File: config.mk
export PLATFORM = sky130hd
export DESIGN_NAME = mf3_cell
export DESIGN_NICKNAME = d
export VERILOG_FILES = /design/src/design/median_filter_3x3_macros.svh /design/src/design/mf3_pkg.sv /design/src/design/mf3_cell.sv
export SDC_FILE = /design/constraint.sdc
export NUM_CORES = 1
export LEC_CHECK = 0
export CAP_MARGIN = 20
export CORE_MARGIN = 10
export CORE_UTILIZATION = 43
export DETAILED_ROUTE_END_ITERATION = 8
export DONT_BUFFER_PORTS = 1
export GPL_ROUTABILITY_DRIVEN = 0
export REMOVE_ABC_BUFFERS = 1
export SETUP_SLACK_MARGIN = 0.02
export SYNTH_ARGS = -nofsm -noshare
export SYNTH_HDL_FRONTEND = slang
export SYNTH_SLANG_ARGS = --single-unit
File: constraint.sdc
create_clock -name clk -period 6.4 [get_ports clk]
set_clock_uncertainty 0.15 [all_clocks]
set_input_delay 0.32 -clock clk [delete_from_list [all_inputs] [get_ports clk]]
set_output_delay 0.32 -clock clk [all_outputs]
set_load 0.005 [all_outputs]
File: src/design/median_filter_3x3_macros.svh
// ---------------------------------------------------------------------------
// median_filter_3x3 assertion macros
// Concurrent check wrappers clocked on clk and disabled during arst_n reset.
// ---------------------------------------------------------------------------
`ifndef MEDIAN_FILTER_3X3_MACROS_SVH
`define MEDIAN_FILTER_3X3_MACROS_SVH

`ifndef SYNTHESIS

// Same-cycle implication.
`define MF3_ASSERT_IMPLY(name, ante, cons) \
	name: assert property (@(posedge clk) disable iff (!arst_n) (ante) |-> (cons)) \
		else $error("median_filter_3x3: same-cycle check failed");

// Next-cycle implication.
`define MF3_ASSERT_NEXT(name, ante, cons) \
	name: assert property (@(posedge clk) disable iff (!arst_n) (ante) |=> (cons)) \
		else $error("median_filter_3x3: next-cycle check failed");

`else

`define MF3_ASSERT_IMPLY(name, ante, cons)
`define MF3_ASSERT_NEXT(name, ante, cons)

`endif

`endif

File: src/design/mf3_pkg.sv
// ---------------------------------------------------------------------------
// mf3_pkg
// Shared types, register codes and compare helpers of the 3x3 median filter.
// ---------------------------------------------------------------------------
`default_nettype none

package mf3_pkg;

	localparam int PIX_W       = 8;
	localparam int COORD_W     = 10;
	localparam int CFG_W       = 11;
	localparam int CFG_IDX_W   = 1;
	localparam int IN_TDATA_W  = 8;
	localparam int OUT_TDATA_W = 32;
	localparam int RESET_DIM   = 256;

	localparam logic [CFG_IDX_W-1:0] REG_IMAGE_WIDTH  = 1'b0;
	localparam logic [CFG_IDX_W-1:0] REG_IMAGE_HEIGHT = 1'b1;

	typedef logic [PIX_W-1:0] pix_t;

	// One window column, sorted so that lo <= mid <= hi.
	typedef struct packed {
		pix_t hi;
		pix_t mid;
		pix_t lo;
	} col_t;

	// One line-store word: the pixels of the two lines above, same column.
	typedef struct packed {
		pix_t upper;
		pix_t middle;
	} pair_t;

	function automatic pix_t pmin(input pix_t a, input pix_t b);
		return (a < b) ? a : b;
	endfunction

	function automatic pix_t pmax(input pix_t a, input pix_t b);
		return (a > b) ? a : b;
	endfunction

	function automatic pix_t min3(input pix_t a, input pix_t b, input pix_t c);
		return pmin(pmin(a, b), c);
	endfunction

	function automatic pix_t max3(input pix_t a, input pix_t b, input pix_t c);
		return pmax(pmax(a, b), c);
	endfunction

	function automatic pix_t med3(input pix_t a, input pix_t b, input pix_t c);
		return pmax(pmin(a, b), pmin(pmax(a, b), c));
	endfunction

endpackage

`default_nettype wire

File: src/design/mf3_cell.sv
// ---------------------------------------------------------------------------
// mf3_cell
// Window column cell: sort an incoming column of three and hold it.
// ---------------------------------------------------------------------------
`default_nettype none

module mf3_cell (
	input  wire logic          clk,
	input  wire logic          en,
	input  wire mf3_pkg::col_t col_in,
	output mf3_pkg::col_t      col_q
);
	import mf3_pkg::*;

	pix_t l1;
	pix_t h1;
	pix_t m2;
	col_t sorted;

	// three compare-exchange steps
	always_comb begin
		l1         = pmin(col_in.lo, col_in.mid);
		h1         = pmax(col_in.lo, col_in.mid);
		sorted.hi  = pmax(h1, col_in.hi);
		m2         = pmin(h1, col_in.hi);
		sorted.lo  = pmin(l1, m2);
		sorted.mid = pmax(l1, m2);
	end

	always_ff @(posedge clk) begin
		if (en) begin
			col_q <= sorted;
		end
	end

endmodule

`default_nettype wire

==> Word-level counts from Yosys, hierarchy flattened <==
Cells that the tools add are included.
{ "word_totals": {"register_bits": 24, "latchBits": 0, "mem_bits_rw": 0, "romBits": 0, "output_inout_bits": 24, "n_memories": 0} }
{ "classes": {"add_sub_neg": 0, "mul": 0, "n_div": 0, "order_cmp": 6, "n_eq_ne": 0, "n_shift": 0, "mux": 6, "bitwise": 0, "n_reduce_logical": 0} }
{ "op_table": {"columns": ["op", "n"], "rows": [
  ["$mux W8", 6],
  ["$gt A8 B8 Y1", 3],
  ["$lt A8 B8 Y1", 3]
]} }

==> Depth between registers and ports, before layout <==
Gate-level depths: netlist (run 1).
{ "depth": {"ltp_word": 6, "ltp_mapped": 23} }

==> Worst setup path after synthesis (run 1) <==
OpenSTA, ideal clock, no wires.
{ "synth_path": {"path_kind": "input-to-reg", "start": "input col_in[15] (netlist name)", "end": "register col_q[0] (netlist name) (data pin)", "setup_time_ps": 283, "t_arrival_ps": 4443, "required_ps": 5967, "setup_slack_ps": 1524, "cell_stages": 21, "path_cell_list": "inv_1 -> ha_1 -> nand4_2 -> nor2_2 -> nor2_2 -> buf_4 -> o21a_1 -> or2_2 -> ha_1 -> nand4_1 -> a31oi_1 -> a2111o_1 -> buf_6 -> nand2_1 -> o31ai_2 -> ha_1 -> nor2b_1 -> o211ai_1 -> a21oi_1 -> nor2_1 -> mux2i_1"} }
{ "synth_lines": {"columns": ["item", "line_no", "text"], "rows": [
  ["start: declaration", "mf3_cell.sv:10", "input wire mf3_pkg::col_t col_in,"],
  ["end signal: assignment", "mf3_cell.sv:32", "col_q <= sorted;"],
  ["end: declaration", "mf3_cell.sv:11", "output mf3_pkg::col_t col_q"]
]} }

==> flow_summary.toml, run 1 <==
[die]
initial_core_util_pct = 44.5
coreArea_um2 = 4720
dieArea_um2 = 8080
die_x_um = 89.9
die_h_um = 89.9
rows = 25
ioPinCount = 50

[place]
io_buffers = 0
pre_cts_slack_ps = 892
dp_hpwl_um = 3900

[final_layout]
area_growth_pct = 3.93
biggestRegsByFlops = "col_q (24)"
drive_gt1_share_pct = 16.6
nNetsFinal = 251
fin_util_pct = 46.2
largest_reg_flops = 24
diodes = 0
largest-register = "col_q"

[sta]
finalCritPeriodShare_pct = 80.9
setup-tns-final_ps = 0
hold_viol = 0
fmax_ghz = 0.193
layout_setup_ws_ps = 1220
finalMaxSlewViolations = 0
period_minus_slack_ps = 5180
maxSlewHeadroom_pct = 48.9
tightestPinTransition_ps = 764
grt_setup_unrepaired = "no"
finalSetupViolCount = 0

[logic_synthesis]
synth.area.top_cells = "edfxtp_1, ha_1, mux2i_1"
synth_edf_count = 24
ys_ff_latch = 24
postSynthAreaPerCell_um2 = 10.4
synth_top_area_share_pct = 34.3
seq_area_frac_synth_pct = 34.3
synth-main-ff-cell = "edfxtp_1"
synth.top_cells.by_count = "edfxtp_1, ha_1, inv_1"
synthArstFlopShare_pct = 0
ys_types = 39
synth_warnings = 0
synth_cells = 201
yosys.area.top_type = "edfxtp_1"
netlist_area_um2 = 2100

[pwr]
p_leak_uw = 0.000908
internal_power_uw = 379
swShare_pct = 35.1
irDropWorstVdd_mv = 0.103
combPwrFrac_pct = 43.4
clock_power_share_pct = 14.2
pwr-share-seq_pct = 42.4
p_switching_uw = 205
power.total_uw = 585
power_density_nw_per_um2 = 268

[setup_path]
end_kind = "register"
crit_path_cell_trace = "inv_1 > ha_1 > nor2b_1 > o211ai_2 > a211oi_4 > nor3_1 > or2_2 > ha_1 > nand4_1 > a31oi_1 > a2111o_1 > nor3_2 > or2_1 > ha_1 > a21oi_1 > o21ai_0 > o21ba_2 > mux2i_1"
path_delay_family = "compound AO/OA/AOI/OAI gates"
criticalPathCategory = "primary input to register"
critPathMaxStageDelay_ps = 700
cp.required_ps = 6350
cp-start-kind = "primary input"
cp.depth = 18
path_common_cell = "ha_1"
critPathBufInv = 1
critPathMaxFanout = 16
arrival_ps = 5130
cp_slowest_cell = "a211oi_4"

[clocking]
clk_path_buf_depth = 2
clk_pin_slew_ps = 70
post_cts_resized = 0
tritoncts = "yes"
clock-sinks = 24
cts_buffers = 3
ctsHtreeMaxLevel = 1
root_buffer = "clkbuf_8"
post_cts.repair.setup_buffers = 0
ctsHoldBuffers = 0

[worst_hold_path]
hp-class = "primary input to register"
holdPathStages = 0

[routing]
drt_pass1_iterations = 4
wirelength_um = 4510
via_per_inst = 5.45
drt_iter0_markers = 36
via_count = 1451
final_antenna_net_count = 0
wl_per_cell_um = 17.0
drc = 0

[global_routing]
overflow = 0
antenna_found_initial = 0
grt_usage_pct = 11.0
grt_pass1_vias = 1466
grt_max_degree = 25
grt_pass1_wl_um = 7400

[run_status]
outcome = "completed"

[job]
max-cap-violations = 0
[metrics by stage]
stage / hold slack [ps] / instances / instance area (µm²)
6_report: 18.2 / 266 / 2180
4_1_cts: 17.3 / 266 / 2180
5_1_grt: 3.18 / 266 / 2180
3_5_place_dp: 285 / 263 / 2140
2_1_floorplan: 282 / 195 / 2050
3_3_place_gp: 285 / 263 / 2140
[routing by layer]
layer | global-route usage, % | vias to the layer above | share of wire [%]
met2 | 17.9 | 39 | 47
met1 | 13.1 | 664 | 43
li1 | - | 744 | -
met4 | 4.77 | 0 | 1.7
met3 | 3.57 | 4 | 7.8
met5 | 0 | - | 0
[power groups by stage]
stage / Sequential [µW] / Combinational (µW) / Clock (µW)
after CTS: 251 / 255 / 84.5
after global placement: 255 / 244 / 0
after floorplan: 246 / 203 / 0
after global routing: 253 / 286 / 91.7
final: 248 / 254 / 83.1
after detailed placement: 255 / 253 / 0
[placed cells by master, fill, tap and decap left out, drive strengths merged, types with 2 or more instances in the layout]
cell / count
a21oi: 17
clkbuf: 3
edfxtp: 24
ha: 24
inv: 22
mux2i: 21
nand2: 13
nand2b: 2
nand4: 6
nor2: 7
nor2b: 2
nor3: 15
o211ai: 3
o21a: 9
o21ai: 3
o31ai: 9
or2: 8
[cells by family after synthesis]
kind of cell    Yosys count  synth area share [%]
fa+ha+maj                24                  14.3
mux                      21                  10.0
simple gates             57                  16.3
flops                    24                  34.3
buf+inv                  28                  6.32
compound gates           47                  18.7
[path summary, 6_finish.rpt]
path | endpoint | startpoint
min | col_q[17] | en
max | col_q[12] | col_in[9]
[final cells by class]
type / instances / area (µm²)
fillers: 431 / 2540
multi-input cells: 149 / 1250
flip-flops and latches: 24 / 721
well taps: 67 / 83.8
inverters: 22 / 82.6
clock buffers: 3 / 41.3
repair buffers: 1 / 7.51
Note: power is estimated with default switching activity, not from simulation.
==> inputs of run 2 (changes only) <==
Clock period 6.4 ns to 5 ns, I/O delays scaled along.
==> run 2 against run 1 <==
Largest power group unchanged. Sequential share of layout area shrank 1.7 points. Total power rose by 34%. Non-clock buffer count grew 11. Largest cell class unchanged. First-iteration DRC count rose by 47%. Clock-buffer cell count unchanged. Die area stayed put. Utilization rose by 2.5 points.
==> flow_summary.toml, run 2 (same netlist as run 1, synthesis figures left out) <==
[die]
die_h_um = 89.9
rows = 25
initial_core_util_pct = 44.5
coreArea_um2 = 4720
ioPinCount = 50
die_x_um = 89.9
dieArea_um2 = 8080

[clocking]
clock-sinks = 24
cts_buffers = 3
root_buffer = "clkbuf_8"
clk_path_buf_depth = 2
tritoncts = "yes"
ctsHtreeMaxLevel = 1
clk_pin_slew_ps = 70

[final_layout]
fin_util_pct = 48.7
area_growth_pct = 9.65
nNetsFinal = 262
largest_reg_flops = 24
final-seq-area_um2 = 721
diodes = 0
largest-register = "col_q"
fill_cells = 436
drive_gt1_share_pct = 20.5
multiInputGateArea_um2 = 1260
final_cell_mix = "ha_1, edfxtp_1, inv_1"
biggestRegsByFlops = "col_q (24)"

[sta]
finalCritPeriodShare_pct = 92.6
tightestPinTransition_ps = 619
finalSetupViolCount = 0
finalMaxSlewViolations = 0
fmax_ghz = 0.216
grt_setup_unrepaired = "no"
period_minus_slack_ps = 4630
maxSlewHeadroom_pct = 58.7
hold_viol = 0
whs_ps = 50.4

[routing]
wirelength_um = 4790
wl_met2_um = 2330
final_antenna_net_count = 0
topRoutingLayerUsed = "met4"
via_per_inst = 5.66
met3RoutedLength_um = 470
drc = 0
met1_length_um = 1900
wl_per_cell_um = 17.3
via_count = 1567
drt_iter0_markers = 53
drt_pass1_iterations = 4

[pwr]
power_density_nw_per_um2 = 340
irDropWorstVdd_mv = 0.125
power.total_uw = 782
p_leak_uw = 0.000973

[global_routing]
grt_usage_pct = 11.8
overflow = 0
grt_pass1_wl_um = 7960
grt_pass1_vias = 1681
antenna_found_initial = 0
grt_max_degree = 25

[setup_path]
crit_start = "col_in[11]"
worstSetupEndpoint = "col_q[3]"
critPathMaxFanout = 9
cp.required_ps = 4840
arrival_ps = 4470
cp_slowest_cell = "a2111o_1"
cp-start-kind = "primary input"
crit_path_cell_trace = "inv_1 > ha_1 > a21oi_1 > a211oi_4 > buf_4 > o21a_1 > or2_2 > ha_1 > a21oi_1 > a31oi_1 > a2111o_1 > buf_4 > o31ai_4 > inv_1 > ha_1 > nor2b_1 > o211ai_1 > a21oi_1 > nor2_1 > buf_4 > mux2i_1"
end_kind = "register"
criticalPathCategory = "primary input to register"
critPathMaxStageDelay_ps = 420

[run_status]
outcome = "completed"

[place]
dp_hpwl_um = 4180
io_buffers = 0

[job]
max-cap-violations = 0

[worst_hold_path]
hp-class = "primary input to register"
-- run 2: where the power goes --
part	switching, µW	internal [µW]
logic	199	159
clock network	52.9	53.8
registers	24.8	293
-- run 2: what timing repair did --
| action | CTS | global route |
|---|---|---|
| endpoints found under the hold margin | 24 | 0 |
| setup buffers | 0 | 1 |
| setup endpoints to repair | 0 | 10 |
| hold buffers | 1 | 0 |
| resized for setup | 0 | 2 |
-- run 2: how the worst min path moves through the flow --
stage | start | to | slack, ps | cells after the start
after floorplan | en | col_q[0] | 210 | 0
after global routing | col_in[16] | col_q[16] | 60 | 2
after global placement | en | col_q[19] | 210 | 0
after detailed placement | en | col_q[16] | 210 | 0
after CTS | col_in[16] | col_q[16] | 50 | 2
final | col_in[16] | col_q[16] | 50 | 2
-- run 2: critical path: cells and delay by family --
family	cells	cell delay (ps)
AO/OA/AOI/OAI	9	2020
buffers and inverters	5	720
AND/OR/NAND/NOR	3	500
adder cells (fa/ha/maj)	3	840
multiplexers	1	140
-- run 2: cell type report --
class / instances / share of cell area (%)
Multi-Input combinational cell: 149 / 54.8
Timing Repair Buffer: 12 / 4.89
Sequential cell: 24 / 31.3
Tap cell: 67 / 3.64
Clock buffer: 3 / 1.79
Inverter: 22 / 3.59
-- run 2: per-stage QoR --
step | std cells | cell area, µm² | setup TNS (ps) | setup slack, ps
after global placement | 271 | 2200 | 0 | 213
after global routing | 277 | 2300 | 0 | 27.8
after floorplan | 195 | 2050 | -1090 | -141
after detailed placement | 271 | 2200 | 0 | 65.9
after CTS | 275 | 2250 | 0 | 339
final | 277 | 2300 | 0 | 369
-- run 2: layer usage --
| metal | up-vias | GRT usage [%] |
|---|---|---|
| li1 | 766 | - |
| met1 | 731 | 12.7 |
| met2 | 61 | 20.2 |
| met3 | 9 | 4.66 |
| met4 | 0 | 5.31 |
| met5 | - | 0 |
