<file path="config.mk">
export PLATFORM = sky130hd
export DESIGN_NAME = mf3_select
export DESIGN_NICKNAME = d
export VERILOG_FILES = /design/src/design/median_filter_3x3_macros.svh /design/src/design/mf3_pkg.sv /design/src/design/mf3_select.sv
export SDC_FILE = /design/constraint.sdc
export NUM_CORES = 1
export LEC_CHECK = 0
export ABC_AREA = 1
export BUFFER_PORTS_ARGS = -buffer_cell sky130_fd_sc_hd__buf_2
export CAP_MARGIN = 25
export CORE_ASPECT_RATIO = 1.4
export CORE_MARGIN = 2
export CORE_UTILIZATION = 63
export CTS_BUF_LIST = sky130_fd_sc_hd__clkbuf_4 sky130_fd_sc_hd__clkbuf_8
export DETAILED_ROUTE_END_ITERATION = 8
export PLACE_DENSITY = 0.95
export SLEW_MARGIN = 10
export SYNTH_ARGS = -nofsm -noshare
export SYNTH_HDL_FRONTEND = slang
export SYNTH_SLANG_ARGS = --single-unit
</file>
<file path="constraint.sdc">
create_clock -name clk -period 10.2 [get_ports clk]
set_input_delay 1.53 -clock clk [delete_from_list [all_inputs] [get_ports clk]]
set_output_delay 1.53 -clock clk [all_outputs]
set_load 0.02 [all_outputs]
</file>
<file path="src/design/median_filter_3x3_macros.svh">
// ---------------------------------------------------------------------------
// median_filter_3x3 assertion macros
// Concurrent check wrappers clocked on clk and disabled during arst_n reset.
// ---------------------------------------------------------------------------
`ifndef MEDIAN_FILTER_3X3_MACROS_SVH
`define MEDIAN_FILTER_3X3_MACROS_SVH

`ifndef SYNTHESIS

// Same-cycle implication.
`define MF3_ASSERT_IMPLY(name, ante, cons) \
	name: assert property (@(posedge clk) disable iff (!arst_n) (ante) |-> (cons)) \
		else $error("median_filter_3x3: same-cycle check failed");

// Next-cycle implication.
`define MF3_ASSERT_NEXT(name, ante, cons) \
	name: assert property (@(posedge clk) disable iff (!arst_n) (ante) |=> (cons)) \
		else $error("median_filter_3x3: next-cycle check failed");

`else

`define MF3_ASSERT_IMPLY(name, ante, cons)
`define MF3_ASSERT_NEXT(name, ante, cons)

`endif

`endif

</file>
<file path="src/design/mf3_pkg.sv">
// ---------------------------------------------------------------------------
// mf3_pkg
// Shared types, register codes and compare helpers of the 3x3 median filter.
// ---------------------------------------------------------------------------
`default_nettype none

package mf3_pkg;

	localparam int PIX_W       = 8;
	localparam int COORD_W     = 10;
	localparam int CFG_W       = 11;
	localparam int CFG_IDX_W   = 1;
	localparam int IN_TDATA_W  = 8;
	localparam int OUT_TDATA_W = 32;
	localparam int RESET_DIM   = 256;

	localparam logic [CFG_IDX_W-1:0] REG_IMAGE_WIDTH  = 1'b0;
	localparam logic [CFG_IDX_W-1:0] REG_IMAGE_HEIGHT = 1'b1;

	typedef logic [PIX_W-1:0] pix_t;

	// One window column, sorted so that lo <= mid <= hi.
	typedef struct packed {
		pix_t hi;
		pix_t mid;
		pix_t lo;
	} col_t;

	// One line-store word: the pixels of the two lines above, same column.
	typedef struct packed {
		pix_t upper;
		pix_t middle;
	} pair_t;

	function automatic pix_t pmin(input pix_t a, input pix_t b);
		return (a < b) ? a : b;
	endfunction

	function automatic pix_t pmax(input pix_t a, input pix_t b);
		return (a > b) ? a : b;
	endfunction

	function automatic pix_t min3(input pix_t a, input pix_t b, input pix_t c);
		return pmin(pmin(a, b), c);
	endfunction

	function automatic pix_t max3(input pix_t a, input pix_t b, input pix_t c);
		return pmax(pmax(a, b), c);
	endfunction

	function automatic pix_t med3(input pix_t a, input pix_t b, input pix_t c);
		return pmax(pmin(a, b), pmin(pmax(a, b), c));
	endfunction

endpackage

`default_nettype wire

</file>
<file path="src/design/mf3_select.sv">
// ---------------------------------------------------------------------------
// mf3_select
// Median of nine from three sorted columns, two register stages.
// ---------------------------------------------------------------------------
`default_nettype none

module mf3_select (
	input  wire logic          clk,
	input  wire logic          en,
	input  wire mf3_pkg::col_t col_a,
	input  wire mf3_pkg::col_t col_b,
	input  wire mf3_pkg::col_t col_c,
	output mf3_pkg::pix_t      median_q
);
	import mf3_pkg::*;

	pix_t lo_s3;
	pix_t mi_s3;
	pix_t hi_s3;

	// largest minimum, median of middles, smallest maximum
	always_ff @(posedge clk) begin
		if (en) begin
			lo_s3    <= max3(col_a.lo, col_b.lo, col_c.lo);
			mi_s3    <= med3(col_a.mid, col_b.mid, col_c.mid);
			hi_s3    <= min3(col_a.hi, col_b.hi, col_c.hi);
			median_q <= med3(lo_s3, mi_s3, hi_s3);
		end
	end

endmodule

`default_nettype wire

</file>
======== Word level (Yosys, flattened, before mapping) ========
Cells that the tools add are included.
storage, ports and cells
  register bits ........................... 32
  bits in latches ......................... 0
  memory bits (writable) .................. 0
  ROM bits ................................ 0
  bits of input ports ..................... 74
  output and inout port bits .............. 8
  logic and storage cells ................. 28
  memories kept ........................... 0
cells by class
  $add $sub $neg .......................... 0
  $mul .................................... 0
  divide/modulo/power cells ............... 0
  order comparisons ....................... 12
  equality and inequality tests ........... 0
  shifts and indexed selects .............. 0
  muxes and demuxes ....................... 12
  bitwise operators ....................... 0
  reductions and logical operators ........ 0
operators by type and width
  operator      number
  $mux W8       12
  $gt A8 B8 Y1  6
  $lt A8 B8 Y1  6

======== Longest topological paths before layout ========
Gate-level depths: netlist of run 1.
  depth in word-level cells ............... 6
  mapped depth ............................ 32
  mapped depth without buffers ............ 31

======== Least setup slack after synthesis of run 1 ========
Ideal clock, no wire load.
  kind .................................... input to register
  from .................................... in col_b[13] (netlist name)
  to ...................................... reg mi_s3[0], data pin
  library setup time ...................... 0.130 ns
  arrival time ............................ 5.106 ns
  data required time ...................... 10.070 ns
  slack ................................... 4.964 ns
  stages on the path ...................... 25
  path buffers ............................ 1
  cells stage by stage .................... inv_1 -> ha_1 -> a21oi_1 -> nor2_1 -> nor2_2 -> nand2_4 -> nand2_4 -> buf_2 -> nand2_1 -> o21ai_0 -> ha_1 -> a21oi_1 -> nor2_1 -> a211oi_2 -> nand2_4 -> nand2_1 -> nand2_1 -> ha_1 -> nand2_1 -> nor2_1 -> nand2_1 -> a32oi_2 -> inv_2 -> or2_2 -> nand2_1
between the ends
  word-level cells in the longest chain between the ends .. 6
  elaborated cells between the ends (all ways) .. 8
  classes of those cells .................. 4 x order compare; 4 x mux
ends and longest elaborated chain
  element               RTL line          source
  from (decl)           mf3_select.sv:11  input wire mf3_pkg::col_t col_b,
  $gt A8 B8 Y1          mf3_pkg.sv:40     return (a > b) ? a : b;
  $mux W8               mf3_pkg.sv:40
  $lt A8 B8 Y1          mf3_pkg.sv:36     return (a < b) ? a : b;
  $mux W8               mf3_pkg.sv:36
  $gt A8 B8 Y1          mf3_pkg.sv:40
  $mux W8 (*)           mf3_pkg.sv:40
  to (signal assigned)  mf3_select.sv:25  mi_s3 <= med3(col_a.mid, col_b.mid, col_c.mid);
  to (decl)             mf3_select.sv:18  pix_t mi_s3;
Every way passes the cells marked *; elsewhere a longest branch is shown, timed or not.
A chain may end at the register's enable or synchronous reset.

======== Worst setup path after layout of run 1 ========
  from .................................... in col_b[15] (netlist name)
  to ...................................... reg mi_s3[0], data pin
The elaborated chain is that of the path after synthesis.

==> results_dict.tcl, run 1 <==
set metrics [dict create \
    status "finished clean" \
    r2r_slack_ns 5.20 \
    cp-start-kind "input port" \
    met3_usage 0.0361 \
    path_clk_slew_ns 0.07 \
    setup_viol 0 \
    drive_gt1_frac 0.167 \
    endpoint "mi_s3[0]" \
    crit_required_ns 10.35 \
    post-route-util 0.725 \
    maxCapViolations 0 \
    core_sq_um 6480 \
    drt-total-wl_microns 9220 \
    cts_root_buffer "clkbuf_8" \
    cts_setup_buffers 0 \
    use_met2 0.506 \
    syn_to_final_growth_pct 13.5 \
    relSlewSlack 0.356 \
    gp_congestion 0.907 \
    grt_start_max_net_pins 33 \
    std_cell_rows 35 \
    p_leak_nw 2.71 \
    synth_cell_types 27 \
    min_period_over_period 0.549 \
    routedWlPerCell_microns 12.1 \
    drc 0 \
    timing.rr.end "median_q[4]" \
    ant_nets 0 \
    ys_seq_area_frac 0.232 \
    port_buffers 81 \
    ir_drop_v 0.000143 \
    clock_skew_ns 0.00854 \
    rsz0062_at_grt "no" \
    hp-class "reg2reg" \
    firstDrtPassIters 5 \
    cts_tree "built" \
    dp_hpwl_microns 7870 \
    tns_ns 0 \
    cts.htree.levels 2 \
    dieArea_sq_um 7250 \
    vias 4149 \
    n_fill_cell 499 \
    grt_overflow 0 \
    crit_path_start "col_b[15]" \
    multi_input_area_sq_um 2740 \
    cts_hold_buf 0 \
    cts_sinks 32 \
    post_cts_resized 0 \
    power_w 0.00111 \
    die_x_microns 72.5 \
    timing.rr.start "mi_s3[1]" \
    clockBufferDepth 2 \
    synth_warnings 0 \
    syn-cell-area_sq_um 4140 \
    worstMarginPinSlew_ns 0.966 \
    drtIter0Drc 180 \
    tritoncts.num_buffers 5 \
    routed_via_density 5.44 \
    syn_avg_cell_area_sq_um 6.84 \
    nets 838 \
    crit_fanout 18 \
    syn-instance-count 606 \
    drv_slew 0 \
    crit_type "in2reg" \
    finalCriticalPeriod_ns 5.60 \
    clk_latency_ns 0.28 \
    critPathArrivalTime_ns 5.75 \
    timing.fmax_mhz 179 \
    busiest_layer "met2" \
    grt_pass1_wl_microns 15400 \
    floorplan.initialDensity 0.639 \
    grt.total_usage 0.261 \
    critPathCaptureType "flop" \
    ioPinCount 82 \
    n_antenna_cell 0 \
    powerDensity_nw_per_um2 236 \
    antenna_found_initial 0 \
    syn_nets 756 \
    ff2ff_path_depth 23 \
    hold_viol_final 0 \
    die_h_microns 100 \
    synth_seq_cells 32 \
    grt_pass1_vias 4004 \
    seq_area_sq_um 961 \
    globalRouteMet1Util 0.259 \
]
-- cells in the mapped netlist --
cell      number  area (sq um)
inv_2          2          7.51
a32oi_2        1          16.3
or2_2          2          12.5
a21o_1         2          15.0
nor2_1        36           135
buf_2          4          20.0
nand3_1       48           240
o21a_1         1          7.51
ha_1          76           951
o221ai_1       1          8.76
nand2_1      174           653
nand2_4        9           101
o211ai_1       1          7.51
inv_1        108           405
o21ai_0       37           185
a21oi_1       45           225
nor2_2         4          25.0
a211oi_2       3          37.5
and2_1         4          25.0
o21ai_2        1          8.76
nand2_2        3          18.8
a211oi_1       3          22.5
o21ai_1        2          10.0
clkbuf_1       3          11.3
edfxtp_1      32           961
o31ai_2        1          12.5
nand4_1        3          18.8
-- routing by layer --
metal | part of all wire | wire, microns
met4 | 0.044 | 401
met1 | 0.38 | 3500
met2 | 0.54 | 4970
met5 | 0 | 0
met3 | 0.037 | 340
-- where the power goes --
group / internal, W / switching (W)
sequential: 0.000220 / 0.0000193
combinational: 0.000280 / 0.000495
clock: 0.0000499 / 0.0000455
total: 0.000549 / 0.000559
-- worst max-delay path: stages --
cell and delay (ns):
buf_2 0.10, inv_1 0.04, ha_1 0.28, nand2_1 0.09
nor2_2 0.14, nand2_1 0.11, nand2_4 0.17, nand2_4 0.13
o21ai_0 0.24, ha_1 0.30, a21oi_1 0.15, nor2_1 0.07
a211oi_2 0.52, nand2_4 0.16, nand2_1 0.11, nand2_1 0.06
ha_1 0.30, nand2_1 0.08, nor2_1 0.20, nand2_1 0.10
a32oi_2 0.36, inv_2 0.16, or2_2 0.30, nand2_1 0.06
-- cells in the final DEF, fill, tap and decap left out --
cell        instances
and2_1              4
a32oi_2             1
buf_2              81
inv_2               2
o211ai_1            1
o21a_1              1
a21oi_1            45
a21o_1              2
clkinv_1            1
clkinvlp_4          1
a211oi_2            3
clkbuf_2            1
nand4_1             3
nor2_1             36
nand3_1            48
a211oi_1            3
o21ai_0            37
clkbuf_8            5
o221ai_1            1
inv_1             108
o31ai_2             1
nand2_2             3
ha_1               76
o21ai_2             1
o21ai_1             2
edfxtp_1           32
clkbuf_4            1
nand2_4             9
or2_2               2
nor2_2              4
nand2_1           174
-- how the worst min path moves through the flow --
| stage | cells past startpoint | from | slack [ns] | end |
|---|---|---|---|---|
| after floorplan | 4 | hi_s3[1] | 0.62 | median_q[1] |
| after global placement | 4 | hi_s3[2] | 0.66 | median_q[2] |
| after detailed placement | 4 | hi_s3[2] | 0.67 | median_q[2] |
| after CTS | 4 | hi_s3[2] | 0.68 | median_q[2] |
| after global routing | 4 | hi_s3[3] | 0.73 | median_q[3] |
| final | 4 | hi_s3[3] | 0.67 | median_q[3] |
-- metrics by stage --
step,setup WS (ns),hold slack (ns),instances,cell area (sq um)
after global routing,4.25,0.728,763,4700
after global placement,4.61,0.657,754,4610
after floorplan,4.96,0.619,606,4140
after detailed placement,4.41,0.669,754,4610
after CTS,4.68,0.677,762,4700
final,4.60,0.673,763,4700
-- sequential cells by signal, indices dropped and copies added, names as in the netlist --
name / cells
mi_s3: 8
hi_s3: 8
lo_s3: 8
median_q: 8
-- cell type report --
cell class	instances	share of cell area
Clock buffer	6	0.0162
Clock inverter	2	0.00239
Sequential cell	32	0.204
Tap cell	74	0.0197
Timing Repair Buffer	82	0.0873
Inverter	110	0.0878
Multi-Input combinational cell	457	0.582
-- cells by family after synthesis --
logic type | synth area share
flops | 0.232
buf+inv | 0.107
compound gates | 0.134
fa+ha+maj | 0.230
simple gates | 0.297
(Power assumes the default switching activity.)
==> inputs of run 2 (changes only) <==
--- a/config.mk
+++ b/config.mk
@@ -5,15 +5,15 @@
 export SDC_FILE = /design/constraint.sdc
 export NUM_CORES = 1
 export LEC_CHECK = 0
-export ABC_AREA = 1
+export ABC_AREA = 0
 export BUFFER_PORTS_ARGS = -buffer_cell sky130_fd_sc_hd__buf_2
 export CAP_MARGIN = 25
 export CORE_ASPECT_RATIO = 1.4
 export CORE_MARGIN = 2
-export CORE_UTILIZATION = 63
+export CORE_UTILIZATION = 53
 export CTS_BUF_LIST = sky130_fd_sc_hd__clkbuf_4 sky130_fd_sc_hd__clkbuf_8
 export DETAILED_ROUTE_END_ITERATION = 8
-export PLACE_DENSITY = 0.95
+export PLACE_DENSITY = 0.87
 export SLEW_MARGIN = 10
 export SYNTH_ARGS = -nofsm -noshare
 export SYNTH_HDL_FRONTEND = slang
==> constraint.sdc (replaced) <==
create_clock -name clk -period 4.62 [get_ports clk]
set_input_delay 0.693 -clock clk [delete_from_list [all_inputs] [get_ports clk]]
set_output_delay 0.693 -clock clk [all_outputs]
set_load 0.02 [all_outputs]
==> run 2 against run 1 <==
Against the previous run:
- the flow now finishes with violations (setup timing)
- combinational power grew to 5.2 times the previous value
- clock skew is 0.012 ns higher
- non-clock buffer count grew 162
- largest power group unchanged
- final cell count grew 19%
- clock power rose by 130%
- first-iteration DRC count grew to 4.8 times the previous value
- total power grew to 4.3 times the previous value
- wire length increased by 130%
==> results_dict.tcl, run 2 <==
set metrics [dict create \
    status "complete, but fails checks" \
    violations "setup timing" \
    design_area_sq_um 7300 \
    synth_top_area_frac 0.209 \
    fin_hold_ws_ns 0.721 \
    crit_type "reg2reg" \
    holdPathEnd "hi_s3[5]" \
    die_x_microns 82.8 \
    hold_viol_final 0 \
    dp_hpwl_microns 11900 \
    critPathTopFamily "simple AND/OR/NAND/NOR gates" \
    timing.rr.end "median_q[0]" \
    cts_sinks 32 \
    port_buffers 81 \
    ant_nets 0 \
    layout_common_cells "buf_4 (152), buf_2 (79), inv_1 (74)" \
    slowest_stage "nor3_1" \
    hp-start "col_c[21]" \
    grt_pass1_wl_microns 27000 \
    timing.rr.start "mi_s3[5]" \
    std_cell_rows 40 \
    p_comb_frac 0.842 \
    cts_root_buffer "clkbuf_8" \
    synth_ff_type "edfxtp_1" \
    drt-total-wl_microns 21200 \
    syn_to_final_growth_pct 58.7 \
    cts_tree "built" \
    syn_nets 714 \
    clk_latency_ns 0.31 \
    grt_start_max_net_pins 33 \
    critical_path_buf_inv_count 5 \
    power.internal_w 0.00253 \
    drc 0 \
    crit_fanout 8 \
    p_leak_nw 3.59 \
    ioPinCount 82 \
    cpMostUsedCell "buf_4" \
    p_clk_frac 0.046 \
    synth_edf_count 32 \
    routedWlPerCell_microns 23.4 \
    rsz0062_at_grt "yes" \
    synth_warnings 0 \
    gp_congestion 1.03 \
    ff2ff_path_depth 22 \
    drv_slew 0 \
    p_sw_w 0.00225 \
    synth_seq_cells 32 \
    powerDensity_nw_per_um2 656 \
    synth_cell_types 52 \
    critPathCaptureType "flop" \
    grt_overflow 0 \
    dieArea_sq_um 9460 \
    r2r_slack_ns -1.20 \
    layout_setup_ws_ns -1.20 \
    antenna_found_initial 3 \
    relSlewSlack 0.0480 \
    maxCapViolations 0 \
    syn-cell-area_sq_um 4600 \
    cts.htree.levels 2 \
    clockBufferDepth 2 \
    grt.total_usage 0.372 \
    floorplan.initialDensity 0.541 \
    ys_seq_area_frac 0.209 \
    worstMarginPinSlew_ns 1.42 \
    path_cells "inv_2, ha_4, a211o_4, a21oi_4, buf_4, buf_6, buf_4, a211oi_1, a21o_1, ha_1, o21ai_0, nand2_1, a41oi_1, buf_4, nor3_1, or2_4, ha_4, nand3_4, nor2_1, a32o_2, a21oi_4, mux2_4" \
    vias 6121 \
    async_flop_share 0 \
    die_h_microns 114 \
    setup_viol 16 \
    finalCriticalPeriod_ns 5.82 \
    switching_share 0.471 \
    cp-start-kind "flop" \
    hold_depth 2 \
    path_clk_slew_ns 0.08 \
    nets 950 \
    core_sq_um 8510 \
    final_common_cell "buf_4" \
    n_antenna_cell 0 \
    p_seq_frac 0.112 \
    min_period_over_period 1.26 \
    critPathArrivalTime_ns 5.86 \
    grt_pass1_vias 5900 \
    synthTopCellsByArea "edfxtp_1 (21%), ha_1 (21%), inv_1 (6.4%), a21o_1 (4.9%), o21ai_0 (4.5%)" \
    crit_required_ns 4.66 \
    yosys-top-cells-count "inv_1 (79), ha_1 (76), o21ai_0 (41), a21oi_1 (37), edfxtp_1 (32)" \
    synth_top_cell_by_area "edfxtp_1" \
    timing.fmax_mhz 172 \
    routed_via_density 6.76 \
    drtIter0Drc 862 \
    post_dp_cell_area_sq_um 6220 \
    syn-instance-count 564 \
    drive_gt1_frac 0.504 \
    ir_drop_v 0.000932 \
    syn_avg_cell_area_sq_um 8.16 \
    firstDrtPassIters 8 \
    yosysMostFrequentCell "inv_1" \
    slowest_delay_ns 1.11 \
    hp-class "in2reg" \
    clock_skew_ns 0.0207 \
    tritoncts.num_buffers 5 \
]
## run 2: changes by cell type after synthesis, sizes merged, moves of 12 or more
cell	change
nor3	+19
o31ai	+13
or2	+28
nor2	-15
inv	-31
a21o	+28
clkbuf	+12
and3	+16
nand2	-158
a221oi	+14
nand3	-34
## run 2: worst register-to-register path, cell delays in order (launching register included)
cell	delay, ns
edfxtp_1	0.41
inv_2	0.11
ha_4	0.22
a211o_4	0.37
a21oi_4	0.23
buf_4	0.17
buf_6	0.10
buf_4	0.16
a211oi_1	0.11
a21o_1	0.17
ha_1	0.27
o21ai_0	0.12
nand2_1	0.14
a41oi_1	0.15
buf_4	0.20
nor3_1	1.11
or2_4	0.32
ha_4	0.22
nand3_4	0.08
nor2_1	0.04
a32o_2	0.28
a21oi_4	0.25
mux2_4	0.33
## run 2: per-layer routing
metal	global-route usage	wire length, microns
met5	0	0
met4	0.292	2380
met3	0.0883	2130
met2	0.661	10400
met1	0.352	6270
## run 2: area by class of cell
type	instances	area (sq um)
Clock buffer	6	76.3
Sequential cell	32	961
Inverter	79	299
Fill cell	406	1210
Tap cell	105	131
Timing Repair Buffer	244	1700
Multi-Input combinational cell	438	4130
Clock inverter	1	5.00
## run 2: how the worst max path moves through the flow
stage,from,to,slack (ns),depth (start not counted)
5_1_grt,mi_s3[3],median_q[0],-1.40,22
3_3_place_gp,col_b[9],mi_s3[5],-0.36,23
6_report,mi_s3[5],median_q[0],-1.20,22
2_1_floorplan,mi_s3[2],median_q[0],-0.30,22
4_1_cts,mi_s3[5],median_q[0],-0.34,19
3_5_place_dp,col_b[9],mi_s3[5],-0.56,24
## run 2: power by group through the flow
stage                     Sequential, W  Clock (W)  Combinational (W)
final                          0.000537   0.000219            0.00403
after global routing           0.000547   0.000224            0.00427
after CTS                      0.000529   0.000209            0.00309
after detailed placement       0.000533          0            0.00272
after global placement         0.000527          0            0.00255
after floorplan                0.000583          0            0.00162
## run 2: what timing repair did
item | CTS | global route
hold endpoints to repair | 0 | 0
resized for setup | 42 | 88
setup buffers | 11 | 19
gates cloned | 3 | 0
hold buffers | 0 | 0
pin swaps | 32 | 39
endpoints found under the setup margin | 16 | 16
## run 2: cells by family (layout without fill, tap and decap cells)
| kind of cell | count (synthesis) | in the layout | share of synthesized area |
|---|---|---|---|
| AND/OR/NAND/NOR | 158 | 158 | 0.184 |
| flip-flops | 32 | 32 | 0.209 |
| buffers and inverters | 97 | 330 | 0.0832 |
| AO/OA/AOI/OAI | 189 | 192 | 0.290 |
| multiplexers | 12 | 12 | 0.0283 |
| adder cells (fa/ha/maj) | 76 | 76 | 0.207 |
## run 2: through the flow
stage | TNS, ns | setup WS, ns | cells | power, W | util
2_1_floorplan | -2.27 | -0.296 | 564 | 0.00221 | -
3_3_place_gp | -3.54 | -0.360 | 865 | 0.00308 | 0.731
3_5_place_dp | -7.38 | -0.562 | 865 | 0.00326 | 0.731
4_1_cts | -2.48 | -0.342 | 886 | 0.00383 | 0.780
5_1_grt | -15.18 | -1.40 | 905 | 0.00504 | 0.858
6_report | -13.07 | -1.20 | 905 | 0.00479 | 0.858
